$ cat src/rtl/cia_pkg.sv
`default_nettype none
package cia_pkg;
  typedef enum logic [1:0] {
    FN_CYCLE = 2'd0,
    FN_READ  = 2'd1,
    FN_WRITE = 2'd2,
    FN_TICK  = 2'd3
  } func_t;

  localparam logic [3:0] REG_PRA   = 4'd0;
  localparam logic [3:0] REG_PRB   = 4'd1;
  localparam logic [3:0] REG_DDRA  = 4'd2;
  localparam logic [3:0] REG_DDRB  = 4'd3;
  localparam logic [3:0] REG_TALO  = 4'd4;
  localparam logic [3:0] REG_TAHI  = 4'd5;
  localparam logic [3:0] REG_TBLO  = 4'd6;
  localparam logic [3:0] REG_TBHI  = 4'd7;
  localparam logic [3:0] REG_TOD10 = 4'd8;
  localparam logic [3:0] REG_TODS  = 4'd9;
  localparam logic [3:0] REG_TODM  = 4'd10;
  localparam logic [3:0] REG_TODH  = 4'd11;
  localparam logic [3:0] REG_SDR   = 4'd12;
  localparam logic [3:0] REG_ICR   = 4'd13;
  localparam logic [3:0] REG_CRA   = 4'd14;
  localparam logic [3:0] REG_CRB   = 4'd15;

  localparam logic [2:0] PH_STOP            = 3'd0;
  localparam logic [2:0] PH_WAIT_COUNT      = 3'd1;
  localparam logic [2:0] PH_LOAD_STOP       = 3'd2;
  localparam logic [2:0] PH_LOAD_COUNT      = 3'd3;
  localparam logic [2:0] PH_LOAD_WAIT_COUNT = 3'd4;
  localparam logic [2:0] PH_COUNT           = 3'd5;
  localparam logic [2:0] PH_COUNT_STOP      = 3'd6;

  typedef struct packed {
    logic [15:0] cnt;
    logic [7:0]  ctl;
    logic [8:0]  pend;
    logic [2:0]  ph;
    logic        late;
    logic        src;
    logic        uf;
  } tmr_t;

  typedef struct packed {
    logic [15:0] cnt;
    logic [15:0] rel;
    logic [7:0]  ctl;
    logic [8:0]  pend;
    logic [2:0]  ph;
    logic        may_count;
  } tmr_in_t;

  function automatic tmr_t tmr_cycle(input tmr_in_t t);
    tmr_t   r;
    logic   counting;
    logic   fire;
    logic [7:0] nc;
    r.cnt = t.cnt; r.ctl = t.ctl; r.pend = t.pend; r.ph = t.ph;
    r.late = 1'b0; r.src = 1'b0; r.uf = 1'b0;
    counting = 1'b0; fire = 1'b0;
    case (t.ph)
      PH_WAIT_COUNT: r.ph = PH_COUNT;
      PH_LOAD_STOP: begin r.ph = PH_STOP; r.cnt = t.rel; end
      PH_LOAD_COUNT: begin r.ph = PH_COUNT; r.cnt = t.rel; end
      PH_LOAD_WAIT_COUNT: begin
        r.ph = PH_WAIT_COUNT;
        if (t.cnt == 16'd1) fire = 1'b1;
        else r.cnt = t.rel;
      end
      PH_COUNT: counting = 1'b1;
      PH_COUNT_STOP: begin r.ph = PH_STOP; counting = 1'b1; end
      default: ;
    endcase
    if (counting && t.may_count) begin
      if (r.cnt != 16'd0) r.cnt = r.cnt - 16'd1;
      if (r.cnt == 16'd0) begin
        if (r.ph != PH_STOP) fire = 1'b1;
        r.uf = 1'b1;
      end
    end
    if (fire) begin
      r.cnt = t.rel; r.late = 1'b1; r.src = 1'b1; r.uf = 1'b1;
      if (r.ctl[3]) begin
        r.ctl[0] = 1'b0; r.pend[0] = 1'b0; r.ph = PH_LOAD_STOP;
      end else begin
        r.ph = PH_LOAD_COUNT;
      end
    end
    if (r.pend[8]) begin
      nc = r.pend[7:0];
      case (r.ph)
        PH_STOP, PH_LOAD_STOP: begin
          if (nc[0]) r.ph = nc[4] ? PH_LOAD_WAIT_COUNT : PH_WAIT_COUNT;
          else if (nc[4]) r.ph = PH_LOAD_STOP;
        end
        PH_COUNT: begin
          if (nc[0]) begin
            if (nc[4]) r.ph = PH_LOAD_WAIT_COUNT;
          end else begin
            r.ph = nc[4] ? PH_LOAD_STOP : PH_COUNT_STOP;
          end
        end
        PH_LOAD_COUNT, PH_WAIT_COUNT: begin
          if (nc[0]) begin
            if (nc[3]) begin nc[0] = 1'b0; r.ph = PH_STOP; end
            else if (nc[4]) r.ph = PH_LOAD_WAIT_COUNT;
          end else begin
            r.ph = PH_STOP;
          end
        end
        default: ;
      endcase
      r.ctl = nc & 8'hef;
      r.pend = 9'd0;
    end
    return r;
  endfunction

  // bcd 00..59 increment, carry out on wrap
  function automatic logic [8:0] bcd_step(input logic [7:0] v);
    logic [4:0] lo;
    logic [3:0] hi;
    lo = {1'b0, v[3:0]} + 5'd1;
    hi = v[7:4];
    if (lo > 5'd9) begin lo = 5'd0; hi = hi + 4'd1; end
    if (hi > 4'd5) return {1'b1, 8'h00};
    return {1'b0, hi, lo[3:0]};
  endfunction
endpackage
`default_nettype wire

$ cat src/rtl/cia_timer_tod_interrupt_unit.sv
// an accepted item's result is registered in the output register, or the skid entry if it stalls
// throughput: one item per clock while the skid entry is free; the whole update is one combinational pass
// from the state registers to their next values, set by the two timer chains
// output register with a skid: a new item is taken while a result waits
// rst_n synchronous active low; all state but the result and skid data returns to its power-up values
`default_nettype none
module cia_timer_tod_interrupt_unit (
  input  wire        clk,
  input  wire        rst_n,
  input  wire        in_tvalid,
  output logic       in_tready,
  input  wire [15:0] in_tdata,   // func[1:0], addr[5:2], wdata[13:6], zero[15:14]
  output logic       out_tvalid,
  input  wire        out_tready,
  output logic [15:0] out_tdata  // rdata[7:0], irq[8], zero[15:9]
);
  import cia_pkg::*;

  logic [7:0]  port_a_r, port_b_r, dir_a_r, dir_b_r;
  logic [15:0] count_a_r, count_b_r, reload_a_r, reload_b_r;
  logic [7:0]  control_a_r, control_b_r;
  logic [8:0]  pend_a_r, pend_b_r;
  logic [2:0]  phase_a_r, phase_b_r;
  logic [2:0]  src_r;
  logic [1:0]  late_r;
  logic [7:0]  clk_t_r [4];
  logic [7:0]  alm_t_r [4];
  logic [2:0]  div_r;
  logic        hold_r;
  logic [7:0]  sdr_r, icr_r, ier_r;

  logic [7:0]  port_a_nxt, port_b_nxt, dir_a_nxt, dir_b_nxt;
  logic [15:0] count_a_nxt, count_b_nxt, reload_a_nxt, reload_b_nxt;
  logic [7:0]  control_a_nxt, control_b_nxt;
  logic [8:0]  pend_a_nxt, pend_b_nxt;
  logic [2:0]  phase_a_nxt, phase_b_nxt;
  logic [2:0]  src_nxt;
  logic [1:0]  late_nxt;
  logic [7:0]  clk_t_nxt [4];
  logic [7:0]  alm_t_nxt [4];
  logic [2:0]  div_nxt;
  logic        hold_nxt;
  logic [7:0]  sdr_nxt, icr_nxt, ier_nxt;
  logic [7:0]  rdata;

  // output stage with one skid entry
  logic        out_v_r, skid_v_r;
  logic [8:0]  out_d_r, skid_d_r;

  logic [1:0]  func;
  logic [3:0]  addr;
  logic [7:0]  wdata;
  logic        acc;
  tmr_in_t     ta_in, tb_in;
  tmr_t        ta, tb;
  logic [8:0]  st_s, st_m;
  logic [4:0]  hlo;
  logic [1:0]  hhi;
  logic [7:0]  hr;
  logic [7:0]  tmask;

  assign func  = in_tdata[1:0];
  assign addr  = in_tdata[5:2];
  assign wdata = in_tdata[13:6];
  assign in_tready = !skid_v_r;
  assign acc = in_tvalid && in_tready;

  // timer chains: late flags raise first, then A, then B which may count A underflows
  always_comb begin
    logic [7:0] ist;
    ist = icr_r;
    if (late_r[0]) begin ist[0] = 1'b1; if (ier_r[0]) ist[7] = 1'b1; end
    if (late_r[1]) begin ist[1] = 1'b1; if (ier_r[1]) ist[7] = 1'b1; end
    ta_in = '{cnt: count_a_r, rel: reload_a_r, ctl: control_a_r, pend: pend_a_r,
              ph: phase_a_r, may_count: src_r[0]};
    ta = tmr_cycle(ta_in);
    tb_in = '{cnt: count_b_r, rel: reload_b_r, ctl: control_b_r, pend: pend_b_r,
              ph: phase_b_r, may_count: src_r[1] || (src_r[2] && ta.uf)};
    tb = tmr_cycle(tb_in);
    st_s = bcd_step(clk_t_r[1]);
    st_m = bcd_step(clk_t_r[2]);
    // hour tens may carry into bit 5; only the low five bits decide the wrap
    hlo = {1'b0, clk_t_r[3][3:0]} + 5'd1;
    hhi = {1'b0, clk_t_r[3][4]};
    if (hlo > 5'd9) begin hlo = 5'd0; hhi = hhi + 2'd1; end
    hr = {clk_t_r[3][7], 1'b0, hhi, hlo[3:0]};
    if (hr[4:0] > 5'h11) hr = {~clk_t_r[3][7], 7'd0};

    case (addr[1:0])
      2'd0:    tmask = 8'h0f;
      2'd1:    tmask = 8'h7f;
      2'd2:    tmask = 8'h7f;
      default: tmask = 8'h9f;
    endcase

    port_a_nxt = port_a_r; port_b_nxt = port_b_r;
    dir_a_nxt = dir_a_r; dir_b_nxt = dir_b_r;
    count_a_nxt = count_a_r; count_b_nxt = count_b_r;
    reload_a_nxt = reload_a_r; reload_b_nxt = reload_b_r;
    control_a_nxt = control_a_r; control_b_nxt = control_b_r;
    pend_a_nxt = pend_a_r; pend_b_nxt = pend_b_r;
    phase_a_nxt = phase_a_r; phase_b_nxt = phase_b_r;
    src_nxt = src_r; late_nxt = late_r;
    clk_t_nxt = clk_t_r; alm_t_nxt = alm_t_r;
    div_nxt = div_r; hold_nxt = hold_r;
    sdr_nxt = sdr_r; icr_nxt = icr_r; ier_nxt = ier_r;
    rdata = 8'd0;

    case (func)
      FN_CYCLE: begin
        count_a_nxt = ta.cnt; control_a_nxt = ta.ctl;
        pend_a_nxt = ta.pend; phase_a_nxt = ta.ph;
        count_b_nxt = tb.cnt; control_b_nxt = tb.ctl;
        pend_b_nxt = tb.pend; phase_b_nxt = tb.ph;
        late_nxt = {tb.late, ta.late};
        icr_nxt = ist | {6'd0, tb.src, ta.src};
      end
      FN_READ: begin
        unique case (addr)
          REG_PRA:   rdata = port_a_r | ~dir_a_r;
          REG_PRB:   rdata = port_b_r | ~dir_b_r;
          REG_DDRA:  rdata = dir_a_r;
          REG_DDRB:  rdata = dir_b_r;
          REG_TALO:  rdata = count_a_r[7:0];
          REG_TAHI:  rdata = count_a_r[15:8];
          REG_TBLO:  rdata = count_b_r[7:0];
          REG_TBHI:  rdata = count_b_r[15:8];
          REG_TOD10: begin hold_nxt = 1'b0; rdata = clk_t_r[0]; end
          REG_TODS:  rdata = clk_t_r[1];
          REG_TODM:  rdata = clk_t_r[2];
          REG_TODH:  begin hold_nxt = 1'b1; rdata = clk_t_r[3]; end
          REG_SDR:   rdata = sdr_r;
          REG_ICR:   begin rdata = icr_r; icr_nxt = 8'd0; end
          REG_CRA:   rdata = control_a_r;
          REG_CRB:   rdata = control_b_r;
          default:   rdata = 8'd0;
        endcase
      end
      FN_WRITE: begin
        unique case (addr)
          REG_PRA:  port_a_nxt = wdata;
          REG_PRB:  port_b_nxt = wdata;
          REG_DDRA: dir_a_nxt = wdata;
          REG_DDRB: dir_b_nxt = wdata;
          REG_TALO: reload_a_nxt[7:0] = wdata;
          REG_TAHI: begin
            reload_a_nxt[15:8] = wdata;
            if (!control_a_r[0]) count_a_nxt = {wdata, reload_a_r[7:0]};
          end
          REG_TBLO: reload_b_nxt[7:0] = wdata;
          REG_TBHI: begin
            reload_b_nxt[15:8] = wdata;
            if (!control_b_r[0]) count_b_nxt = {wdata, reload_b_r[7:0]};
          end
          REG_TOD10, REG_TODS, REG_TODM, REG_TODH: begin
            if (control_b_r[7]) alm_t_nxt[addr[1:0]] = wdata & tmask;
            else clk_t_nxt[addr[1:0]] = wdata & tmask;
          end
          REG_SDR: begin
            sdr_nxt = wdata;
            icr_nxt[3] = 1'b1;
            if (ier_r[3]) icr_nxt[7] = 1'b1;
          end
          REG_ICR: begin
            if (wdata[7]) ier_nxt = ier_r | {1'b0, wdata[6:0]};
            else ier_nxt = ier_r & ~wdata;
            if ((icr_r[4:0] & ier_nxt[4:0]) != 5'd0) icr_nxt[7] = 1'b1;
          end
          REG_CRA: begin
            pend_a_nxt = {1'b1, wdata};
            src_nxt[0] = !wdata[5];
          end
          REG_CRB: begin
            pend_b_nxt = {1'b1, wdata};
            src_nxt[1] = (wdata[6:5] == 2'b00);
            src_nxt[2] = (wdata[6:5] == 2'b10);
          end
          default: ;
        endcase
      end
      default: begin
        // time-of-day tick through the 5/6 prescaler
        if (!hold_r) begin
          if (div_r != 3'd0) begin
            div_nxt = div_r - 3'd1;
          end else begin
            div_nxt = control_a_r[7] ? 3'd4 : 3'd5;
            clk_t_nxt[0] = clk_t_r[0] + 8'd1;
            if (clk_t_nxt[0] > 8'd9) begin
              clk_t_nxt[0] = 8'd0;
              clk_t_nxt[1] = st_s[7:0];
              if (st_s[8]) begin
                clk_t_nxt[2] = st_m[7:0];
                if (st_m[8]) clk_t_nxt[3] = hr;
              end
            end
            if (clk_t_nxt[0] == alm_t_r[0] && clk_t_nxt[1] == alm_t_r[1] &&
                clk_t_nxt[2] == alm_t_r[2] && clk_t_nxt[3] == alm_t_r[3]) begin
              icr_nxt[2] = 1'b1;
              if (ier_r[2]) icr_nxt[7] = 1'b1;
            end
          end
        end
      end
    endcase
  end

  always_ff @(posedge clk) begin
    if (!rst_n) begin
      port_a_r <= 8'd0; port_b_r <= 8'd0; dir_a_r <= 8'd0; dir_b_r <= 8'd0;
      count_a_r <= 16'hffff; count_b_r <= 16'hffff;
      reload_a_r <= 16'd1; reload_b_r <= 16'd1;
      control_a_r <= 8'd0; control_b_r <= 8'd0;
      pend_a_r <= 9'd0; pend_b_r <= 9'd0;
      phase_a_r <= PH_STOP; phase_b_r <= PH_STOP;
      src_r <= 3'd0; late_r <= 2'd0;
      for (int i = 0; i < 4; i++) begin clk_t_r[i] <= 8'd0; alm_t_r[i] <= 8'd0; end
      div_r <= 3'd0; hold_r <= 1'b0;
      sdr_r <= 8'd0; icr_r <= 8'd0; ier_r <= 8'd0;
    end else if (acc) begin
      port_a_r <= port_a_nxt; port_b_r <= port_b_nxt;
      dir_a_r <= dir_a_nxt; dir_b_r <= dir_b_nxt;
      count_a_r <= count_a_nxt; count_b_r <= count_b_nxt;
      reload_a_r <= reload_a_nxt; reload_b_r <= reload_b_nxt;
      control_a_r <= control_a_nxt; control_b_r <= control_b_nxt;
      pend_a_r <= pend_a_nxt; pend_b_r <= pend_b_nxt;
      phase_a_r <= phase_a_nxt; phase_b_r <= phase_b_nxt;
      src_r <= src_nxt; late_r <= late_nxt;
      clk_t_r <= clk_t_nxt; alm_t_r <= alm_t_nxt;
      div_r <= div_nxt; hold_r <= hold_nxt;
      sdr_r <= sdr_nxt; icr_r <= icr_nxt; ier_r <= ier_nxt;
    end
  end

  // result register plus skid: a new result parks in the skid entry while output stalls
  always_ff @(posedge clk) begin
    if (!rst_n) begin
      out_v_r <= 1'b0;
      skid_v_r <= 1'b0;
    end else begin
      if (out_v_r && !out_tready) begin
        if (acc) begin
          skid_v_r <= 1'b1;
          skid_d_r <= {icr_nxt[7], rdata};
        end
      end else if (skid_v_r) begin
        out_v_r <= 1'b1;
        out_d_r <= skid_d_r;
        skid_v_r <= 1'b0;
      end else begin
        out_v_r <= acc;
        if (acc) out_d_r <= {icr_nxt[7], rdata};
      end
    end
  end

  assign out_tvalid = out_v_r;
  assign out_tdata  = {7'd0, out_d_r};

`ifndef SYNTHESIS
  a_skid_needs_out: assert property (@(posedge clk) disable iff (!rst_n)
    skid_v_r |-> out_v_r) else $error("skid holds an item with empty output");
  a_skid_drains: assert property (@(posedge clk) disable iff (!rst_n)
    (skid_v_r && out_tready) |=> !skid_v_r) else $error("skid did not drain");
  a_out_holds: assert property (@(posedge clk) disable iff (!rst_n)
    (out_v_r && !out_tready) |=> (out_v_r && $stable(out_d_r)))
    else $error("stalled result changed");
  a_irq_needs_src: assert property (@(posedge clk) disable iff (!rst_n)
    (icr_r[7] && !$past(icr_r[7]) && $past(acc)) |-> (icr_r[4:0] != 5'd0))
    else $error("interrupt raised with no source");
`endif
endmodule
`default_nettype wire

$ cat config.mk
export PLATFORM = sky130hd
export DESIGN_NAME = cia_timer_tod_interrupt_unit
export DESIGN_NICKNAME = d
export VERILOG_FILES = /design/src/rtl/cia_pkg.sv /design/src/rtl/cia_timer_tod_interrupt_unit.sv
export SDC_FILE = /design/constraint.sdc
export NUM_CORES = 1
export LEC_CHECK = 0
export BUFFER_PORTS_ARGS = -buffer_cell sky130_fd_sc_hd__buf_4
export CAP_MARGIN = 5
export CORE_MARGIN = 5
export CORE_UTILIZATION = 36
export CTS_CLUSTER_DIAMETER = 150
export DETAILED_ROUTE_END_ITERATION = 7
export GPL_TIMING_DRIVEN = 0
export SLEW_MARGIN = 15
export SYNTH_ARGS = -nofsm -noshare
export SYNTH_HDL_FRONTEND = slang
export SYNTH_SLANG_ARGS = --single-unit
$ cat constraint.sdc
create_clock -name clk -period 10.9 [get_ports clk]
set_clock_uncertainty 0.05 [all_clocks]
set_input_delay 1.635 -clock clk [delete_from_list [all_inputs] [get_ports clk]]
set_output_delay 1.635 -clock clk [all_outputs]
set_load 0.1 [all_outputs]
==> metrics.csv, run 1 <==
stage,metric,value,unit
clock_tree,cts-root-buf,clkbuf_16,
setup_path,r2r_cells,24,
die,dieArea,48000,µm²
die,start_util,36.5,%
die,rows,76,
finish,multi_input_area,9830,µm²
synthesis,synth-edff-count,18,
die,die_x,219,µm
route,vias_per_cell,6.33,
die,die_y,219,µm
finish,layout_commonest_cell,nand2_1,
synthesis,synth-compound-area-share,25.4,%
synthesis,yosys-mux-area-fraction,7.40,%
place,dp_hpwl,53.1,mm
route,vias,17500,
setup_path,cp_slowest_stage_delay,670,ps
sta,rsz0062_at_grt,false,
power,p_leak,0.00624,µW
grt,gr-total-overflow,0,
synthesis,netlist_instances,2097,
sta,max_freq,0.140,GHz
setup_path,critPathRequiredTime,11290,ps
finish,seq_area,5060,µm²
synthesis,syn_area,15800,µm²
route,postRouteAntennaNets,0,
setup_path,cpMostUsedCell,buf_4,
sta,final-hold-violation-count,0,
die,core,43200,µm²
synthesis,async_flop_share,0,%
finish,area_delta_synth_final,12.4,%
grt,antenna_found_initial,2,
clock_tree,cts_tree,built,
sta,maxSlewHeadroom,21.0,%
sta,finalSetupViolCount,0,
sta,tightest_slew,1180,ps
grt,grt_start_max_net_pins,15,
power,power_density,130,nW/µm²
clock_tree,insertion_delay,580,ps
setup_path,cpMaxStageDelayCell,or4_1,
route,drtPass1Iterations,7,
place,place_area,16700,µm²
setup_path,crit_type,reg2reg,
grt,grt_first_pass_wirelength,106,mm
finish,fillers,4536,
clock_tree,cts_num_sinks,244,
power,vdd_drop_max,0.000129,V
synthesis,synth-simple-area-share,25.2,%
min_path,hp-class,reg2reg,
place,gp_congestion,1.02,
route,drtIter0Drc,2561,
synthesis,synth_top_family_by_area,compound AO/OA/AOI/OAI gates,
clock_tree,htree_levels,1,
run,maxCapViolCount,0,
synthesis,ys_seq_elements,244,
sta,fin_crit_sh,65.7,%
synthesis,ys_seq_area_share,32.2,%
synthesis,ys_dominant_reg_cell,dfxtp_1,
clock_tree,cts_buffers,30,
clock_tree,cts_setup_buffers,0,
setup_path,cp-end-kind,flip-flop,
setup_path,crit_arrival,7550,ps
sta,setup_tns,0,ps
route,wl_per_cell,25.9,µm
min_path,holdPathStages,2,
grt,grt_pass1_vias,16300,
finish,drive_above_1_share,5.96,%
run_status,status,finished clean,
finish,nets,2194,
sta,drv_slew,0,
die,ios,38,
clock_tree,cts-hold-fix-buffers,0,
route,routed_wl,71.7,mm
grt,grtUsageTotal,28.9,%
synthesis,synthAdderAreaFrac,1.43,%
clock_tree,cts.clk_slew.worst_paths,60,ps
synthesis,avgSynthCellArea,7.51,µm²
synthesis,synth-xor-area-share,2.78,%
synthesis,ys_types,88,
clock_tree,clk_path_buf_depth,3,
sta,min_period,7160,ps
finish,layout_common_cells,"271 x nand2_1, 226 x dfxtp_1, 203 x a21oi_1, 201 x nor2_1, 143 x clkbuf_1",
clock_tree,cts_resized,0,
place,portBuffers,21,
finish,design_area,17700,µm²
setup_path,critPathMaxFanout,10,
setup_path,path_cells,clkbuf_1 > or4_1 > nor4_4 > a31o_1 > buf_4 > buf_6 > buf_4 > clkbuf_1 > mux2i_1 > ha_1 > inv_1 > a2111oi_0 > a31oi_1 > a2bb2oi_1 > buf_2 > or2_1 > a211o_1 > nor4_1 > and4_1 > buf_4 > nor2_4 > or4_1 > a221oi_2 > o31ai_1,
route,drcViolationCount,0,
synthesis,yosys_warnings,0,
setup_path,startpoint_type,flip-flop,
## area by class of cell
cell class / instances / area share (%)
Clock inverter: 17 / 0.990
Buffer: 171 / 3.97
Timing Repair Buffer: 21 / 0.891
Sequential cell: 244 / 28.6
Clock buffer: 39 / 4.78
Tap cell: 585 / 4.14
Inverter: 51 / 1.08
Multi-Input combinational cell: 1637 / 55.5
Antenna cell: 1 / 0.0141
## kinds of logic after synthesis
kind of cell,after synthesis
xor gates and xnor gates,50
adders and majority gates,18
and+or+nand+nor,830
DFF,244
AOI/OAI and AO/OA,618
buffers and inverters,222
muxes,114
other,1
## final timing paths
kind                                      end         start  slack (ps)
worst max-delay path            count_b_r[10]  count_a_r[5]        3740
worst min-delay path              port_b_r[5]   port_b_r[5]         400
worst max register to register  count_b_r[10]  count_a_r[5]        3740
worst min register to register    port_b_r[5]   port_b_r[5]         400
## synthesized netlist by cell type (28+ instances only)
library cell | instances | area (µm²)
nand2_1 | 271 | 1020
dfxtp_1 | 226 | 4520
a21oi_1 | 203 | 1020
nor2_1 | 201 | 754
clkbuf_1 | 139 | 522
o21ai_0 | 114 | 571
mux2i_1 | 95 | 951
nand3_1 | 76 | 380
nor3_1 | 56 | 280
inv_1 | 51 | 191
a211oi_1 | 37 | 278
nor2b_1 | 33 | 206
and3_1 | 32 | 200
a31oi_1 | 30 | 188
a22oi_1 | 28 | 210
## report_power, final
| part | switching [µW] | leakage (µW) | total, µW | internal, µW |
|---|---|---|---|---|
| Combinational | 238 | 0.00375 | 323 | 85.0 |
| Sequential | 20.7 | 0.00199 | 939 | 918 |
| Clock | 423 | 0.000496 | 1040 | 617 |
| Total | 682 | 0.00624 | 2300 | 1620 |
## worst max-delay path: cells and delay by family, from the launching register on
family	cells	cell delay [ps]
muxes	1	320
DFF	1	290
adders and majority gates	1	270
and+or+nand+nor	7	2430
AOI/OAI and AO/OA	7	1660
buffers and inverters	8	1960
## state kept, by name, summed over array words and instances (netlist names), 16 cells and up
name / count
alm_t_r: 32
clk_t_r: 32
count_a_r: 16
count_b_r: 16
reload_a_r: 16
reload_b_r: 16
## per-layer routing
metal	up-vias	global-route usage, %	routed length, µm
li1	7770	-	-
met1	8371	38.2	28400
met2	1098	46.3	32100
met3	257	4.46	7000
met4	2	13.8	4200
met5	-	0	13
## stage by stage
stage          std cells  hold slack (ps)  utilization [%]  setup slack, ps  power (µW)
6_report            2766              402             41.0             3740        2300
5_1_grt             2765              425             41.0             3480        2370
4_1_cts             2765              403             41.0             3890        2300
3_5_place_dp        2709              397             38.6             3910        1270
3_3_place_gp        2709              386             38.6             3950        1270
2_1_floorplan       2103              377                -             5320        1150
(Power assumes the default switching activity.)
==> run 2: changes to the inputs <==
--- a/config.mk
+++ b/config.mk
@@ -5,6 +5,7 @@
 export SDC_FILE = /design/constraint.sdc
 export NUM_CORES = 1
 export LEC_CHECK = 0
+export ABC_AREA = 1
 export BUFFER_PORTS_ARGS = -buffer_cell sky130_fd_sc_hd__buf_4
 export CAP_MARGIN = 5
 export CORE_MARGIN = 5
==> constraint.sdc (replaced) <==
create_clock -name clk -period 6.5 [get_ports clk]
set_clock_uncertainty 0.05 [all_clocks]
set_input_delay 0.975 -clock clk [delete_from_list [all_inputs] [get_ports clk]]
set_output_delay 0.975 -clock clk [all_outputs]
set_load 0.1 [all_outputs]
==> run 2 against run 1 <==
Synthesized area shrank 6.6%; routed wire length is 20% lower; total power is 62% higher.
==> metrics.csv, run 2 <==
stage,metric,value,unit,change
synthesis,syn_area,14700,µm²,was 15800 µm²
die,core,40600,µm²,was 43200 µm²
setup_path,reg2reg_slack,1850,ps,was 3740 ps
die,die_y,212,µm,was 219 µm
min_path,hp-class,reg2reg,,unchanged
sta,max_freq,0.215,GHz,was 0.140 GHz
grt,grtUsageTotal,24.6,%,was 28.9%
synthesis,synth-simple-area-share,27.1,%,was 25.2%
clock_tree,htree_levels,1,,unchanged
finish,reg_top3,"alm_t_r (32), clk_t_r (32)",,unchanged
finish,layout_common_cells,"439 x nand2_1, 256 x o21ai_0, 249 x inv_1, 230 x nor2_1, 226 x dfxtp_1",,"was 271 x nand2_1, 226 x dfxtp_1, 203 x a21oi_1, 201 x nor2_1, 143 x clkbuf_1"
setup_path,cp-end-kind,flip-flop,,unchanged
place,post-place-ws,1920,ps,was 3910 ps
power,total_power,3730,µW,was 2300 µW
sta,worst_slack,1850,ps,was 3740 ps
synthesis,synth_area_leaders,"dfxtp_1 31%, nand2_1 11%, o21ai_0 8.7%",,"was dfxtp_1 29%, nand2_1 6.5%, a21oi_1 6.5%"
synthesis,synth-compound-area-share,25.0,%,was 25.4%
setup_path,path_buf_inv,3,,was 8
setup_path,cpMaxStageDelayCell,nor2_1,,was or4_1
die,dieArea,45000,µm²,was 48000 µm²
setup_path,cpLargestDelayFamily,simple AND/OR/NAND/NOR gates,,unchanged
synthesis,synth_top_family_by_area,simple AND/OR/NAND/NOR gates,,was compound AO/OA/AOI/OAI gates
die,rows,74,,was 76
clock_tree,cts_tree,built,,unchanged
power,p_leak,0.00671,µW,was 0.00624 µW
finish,diodes,0,,was 1
synthesis,netlist_top_cells_count,"439 x nand2_1, 256 x o21ai_0, 249 x inv_1",,"was 271 x nand2_1, 226 x dfxtp_1, 203 x a21oi_1"
sta,setup_tns,0,ps,unchanged
setup_path,startpoint_type,flip-flop,,unchanged
sta,fin_crit_sh,71.5,%,was 65.7%
synthesis,yosys-mux-area-fraction,0,%,was 7.40%
clock_tree,cts-hold-fix-buffers,0,,unchanged
grt,grt_first_pass_wirelength,87.0,mm,was 106 mm
power,vdd_drop_max,0.000164,V,was 0.000129 V
place,dp_hpwl,43.7,mm,was 53.1 mm
die,ios,38,,unchanged
synthesis,yosysMostFrequentCell,nand2_1,,unchanged
setup_path,crit_arrival,5010,ps,was 7550 ps
route,drtPass1Iterations,6,,was 7
place,gp_congestion,1.01,,was 1.02
finish,nets,2304,,was 2194
synthesis,synthAdderAreaFrac,1.53,%,was 1.43%
finish,drive_above_1_share,7.66,%,was 5.96%
route,vias,15900,,was 17500
grt,gr-total-overflow,0,,unchanged
die,start_util,36.2,%,was 36.5%
synthesis,avgSynthCellArea,6.67,µm²,was 7.51 µm²
finish,area_delta_synth_final,12.0,%,was 12.4%
sta,maxSlewHeadroom,22.6,%,was 21.0%
finish,seq_area,5060,µm²,unchanged
clock_tree,cts-root-buf,clkbuf_16,,unchanged
synthesis,ys_seq_elements,244,,unchanged
grt,grt_start_max_net_pins,14,,was 15
route,wl_per_cell,20.3,µm,was 25.9 µm
sta,min_period,4650,ps,was 7160 ps
synthesis,yosys_warnings,0,,unchanged
sta,rsz0062_at_grt,false,,unchanged
setup_path,crit_type,reg2reg,,unchanged
synthesis,async_flop_share,0,%,unchanged
synthesis,synth-edff-count,18,,unchanged
place,place_area,15600,µm²,was 16700 µm²
sta,tightest_slew,1160,ps,was 1180 ps
synthesis,synth_top_area_share,30.8,%,was 28.7%
synthesis,ys_types,58,,was 88
setup_path,critPathRequiredTime,6860,ps,was 11290 ps
setup_path,cpMostUsedCell,nand2_1,,was buf_4
run,maxCapViolCount,0,,unchanged
clock_tree,clk_path_buf_depth,3,,unchanged
place,portBuffers,25,,was 21
clock_tree,cts.clk_slew.worst_paths,60,ps,about the same
clock_tree,cts_setup_buffers,0,,unchanged
setup_path,critPathMaxFanout,10,,unchanged
finish,fillers,4280,,was 4536
route,routed_wl,57.1,mm,was 71.7 mm
finish,design_area,16500,µm²,was 17700 µm²
sta,finalSetupViolCount,0,,unchanged
route,drcViolationCount,0,,unchanged
sta,final-hold-violation-count,0,,unchanged
finish,multi_input_area,8160,µm²,was 9830 µm²
route,drtIter0Drc,1779,,was 2561
grt,grt_pass1_vias,14600,,was 16300
clock_tree,cts_resized,0,,unchanged
die,die_x,212,µm,was 219 µm
synthesis,yosys.area.top_type,dfxtp_1,,unchanged
power,power_density,227,nW/µm²,was 130 nW/µm²
synthesis,ys_dominant_reg_cell,dfxtp_1,,unchanged
clock_tree,cts_num_sinks,244,,unchanged
sta,drv_slew,0,,unchanged
synthesis,synth-xor-area-share,1.67,%,was 2.78%
grt,antenna_found_initial,1,,was 2
synthesis,ys_seq_area_share,34.4,%,was 32.2%
finish,layout_commonest_cell,nand2_1,,unchanged
clock_tree,insertion_delay,560,ps,was 580 ps
route,postRouteAntennaNets,0,,unchanged
synthesis,netlist_instances,2205,,was 2097
run_status,status,finished clean,,unchanged
setup_path,cp_slowest_stage_delay,560,ps,was 670 ps
route,vias_per_cell,5.64,,was 6.33
clock_tree,cts_buffers,28,,was 30
run 2: changes by cell type after synthesis, moves of 22 or more:
cell      change
a211oi_1     -32
a22oi_1      -22
and3_1       -32
clkbuf_1     -66
inv_1       +198
mux2i_1      -95
nand2_1     +168
nand2b_1     -22
nand3_1      +50
nor2_1       +29
nor2b_1      -33
nor3_1       -47
o211ai_1     +45
o21ai_0     +142
run 2: metal layers:
metal / share of wire, % / routed length, µm / GRT usage, %
met3: 8.1 / 4610 / 3.93
met2: 45 / 25600 / 39.5
met4: 3.5 / 2010 / 7.66
met5: 0.023 / 13 / 0
met1: 44 / 24800 / 34.2
run 2: layout make-up:
type | count | share of cell area, %
flip-flops and latches | 244 | 30.8
inverters | 269 | 6.14
well taps | 532 | 4.04
plain buffers | 103 | 3.03
clock buffers | 41 | 4.80
repair buffers | 25 | 1.14
multi-input cells | 1595 | 49.5
clock inverters | 7 | 0.570
run 2: logic make-up after synthesis:
logic type / Yosys count
AOI/OAI and AO/OA: 640
other: 1
DFF: 244
and+or+nand+nor: 902
adders and majority gates: 18
xor gates and xnor gates: 28
buffers and inverters: 372
run 2: power by group:
part           switching [µW]  total [µW]  internal [µW]
clock                     654        1570            917
combinational             421         573            152
sequential               37.2        1590           1550
total                    1110        3730           2620
run 2: worst reg2reg max path, cell delays in order, from the launching register on:
cell and delay, ps:
dfxtp_1 350, nor2_1 190, nand2_2 120, inv_2 150, nand3_1 230, nand2_1 210
nand2_1 90, o21ai_2 110, ha_1 280, nand4_1 140, nor2_1 150, nand2_1 160
inv_2 110, nand3_1 150, nand2_1 90, nand2_1 70, nand2_1 100, nor2_1 50
nand3_1 100, nor2_1 70, nand2_1 50, nand2_1 200, nor2_1 560, buf_2 340
o211ai_1 130, o211ai_1 170, nand3_1 100
run 2: final timing paths:
kind | start | end | depth (start not counted)
setup / recovery | phase_a_r[0] | count_a_r[7] | 26
setup reg to reg | phase_a_r[0] | count_a_r[7] | 26
hold / removal | pend_b_r[6] | pend_b_r[6] | 2
hold reg to reg | pend_b_r[6] | pend_b_r[6] | 2
run 2: stage by stage:
| step | util, % | std cells | hold slack (ps) |
|---|---|---|---|
| after floorplan | - | 2211 | 380 |
| after global placement | 38.3 | 2768 | 393 |
| after detailed placement | 38.3 | 2768 | 394 |
| after CTS | 40.5 | 2816 | 403 |
| after global routing | 40.5 | 2816 | 423 |
| final | 40.5 | 2816 | 407 |
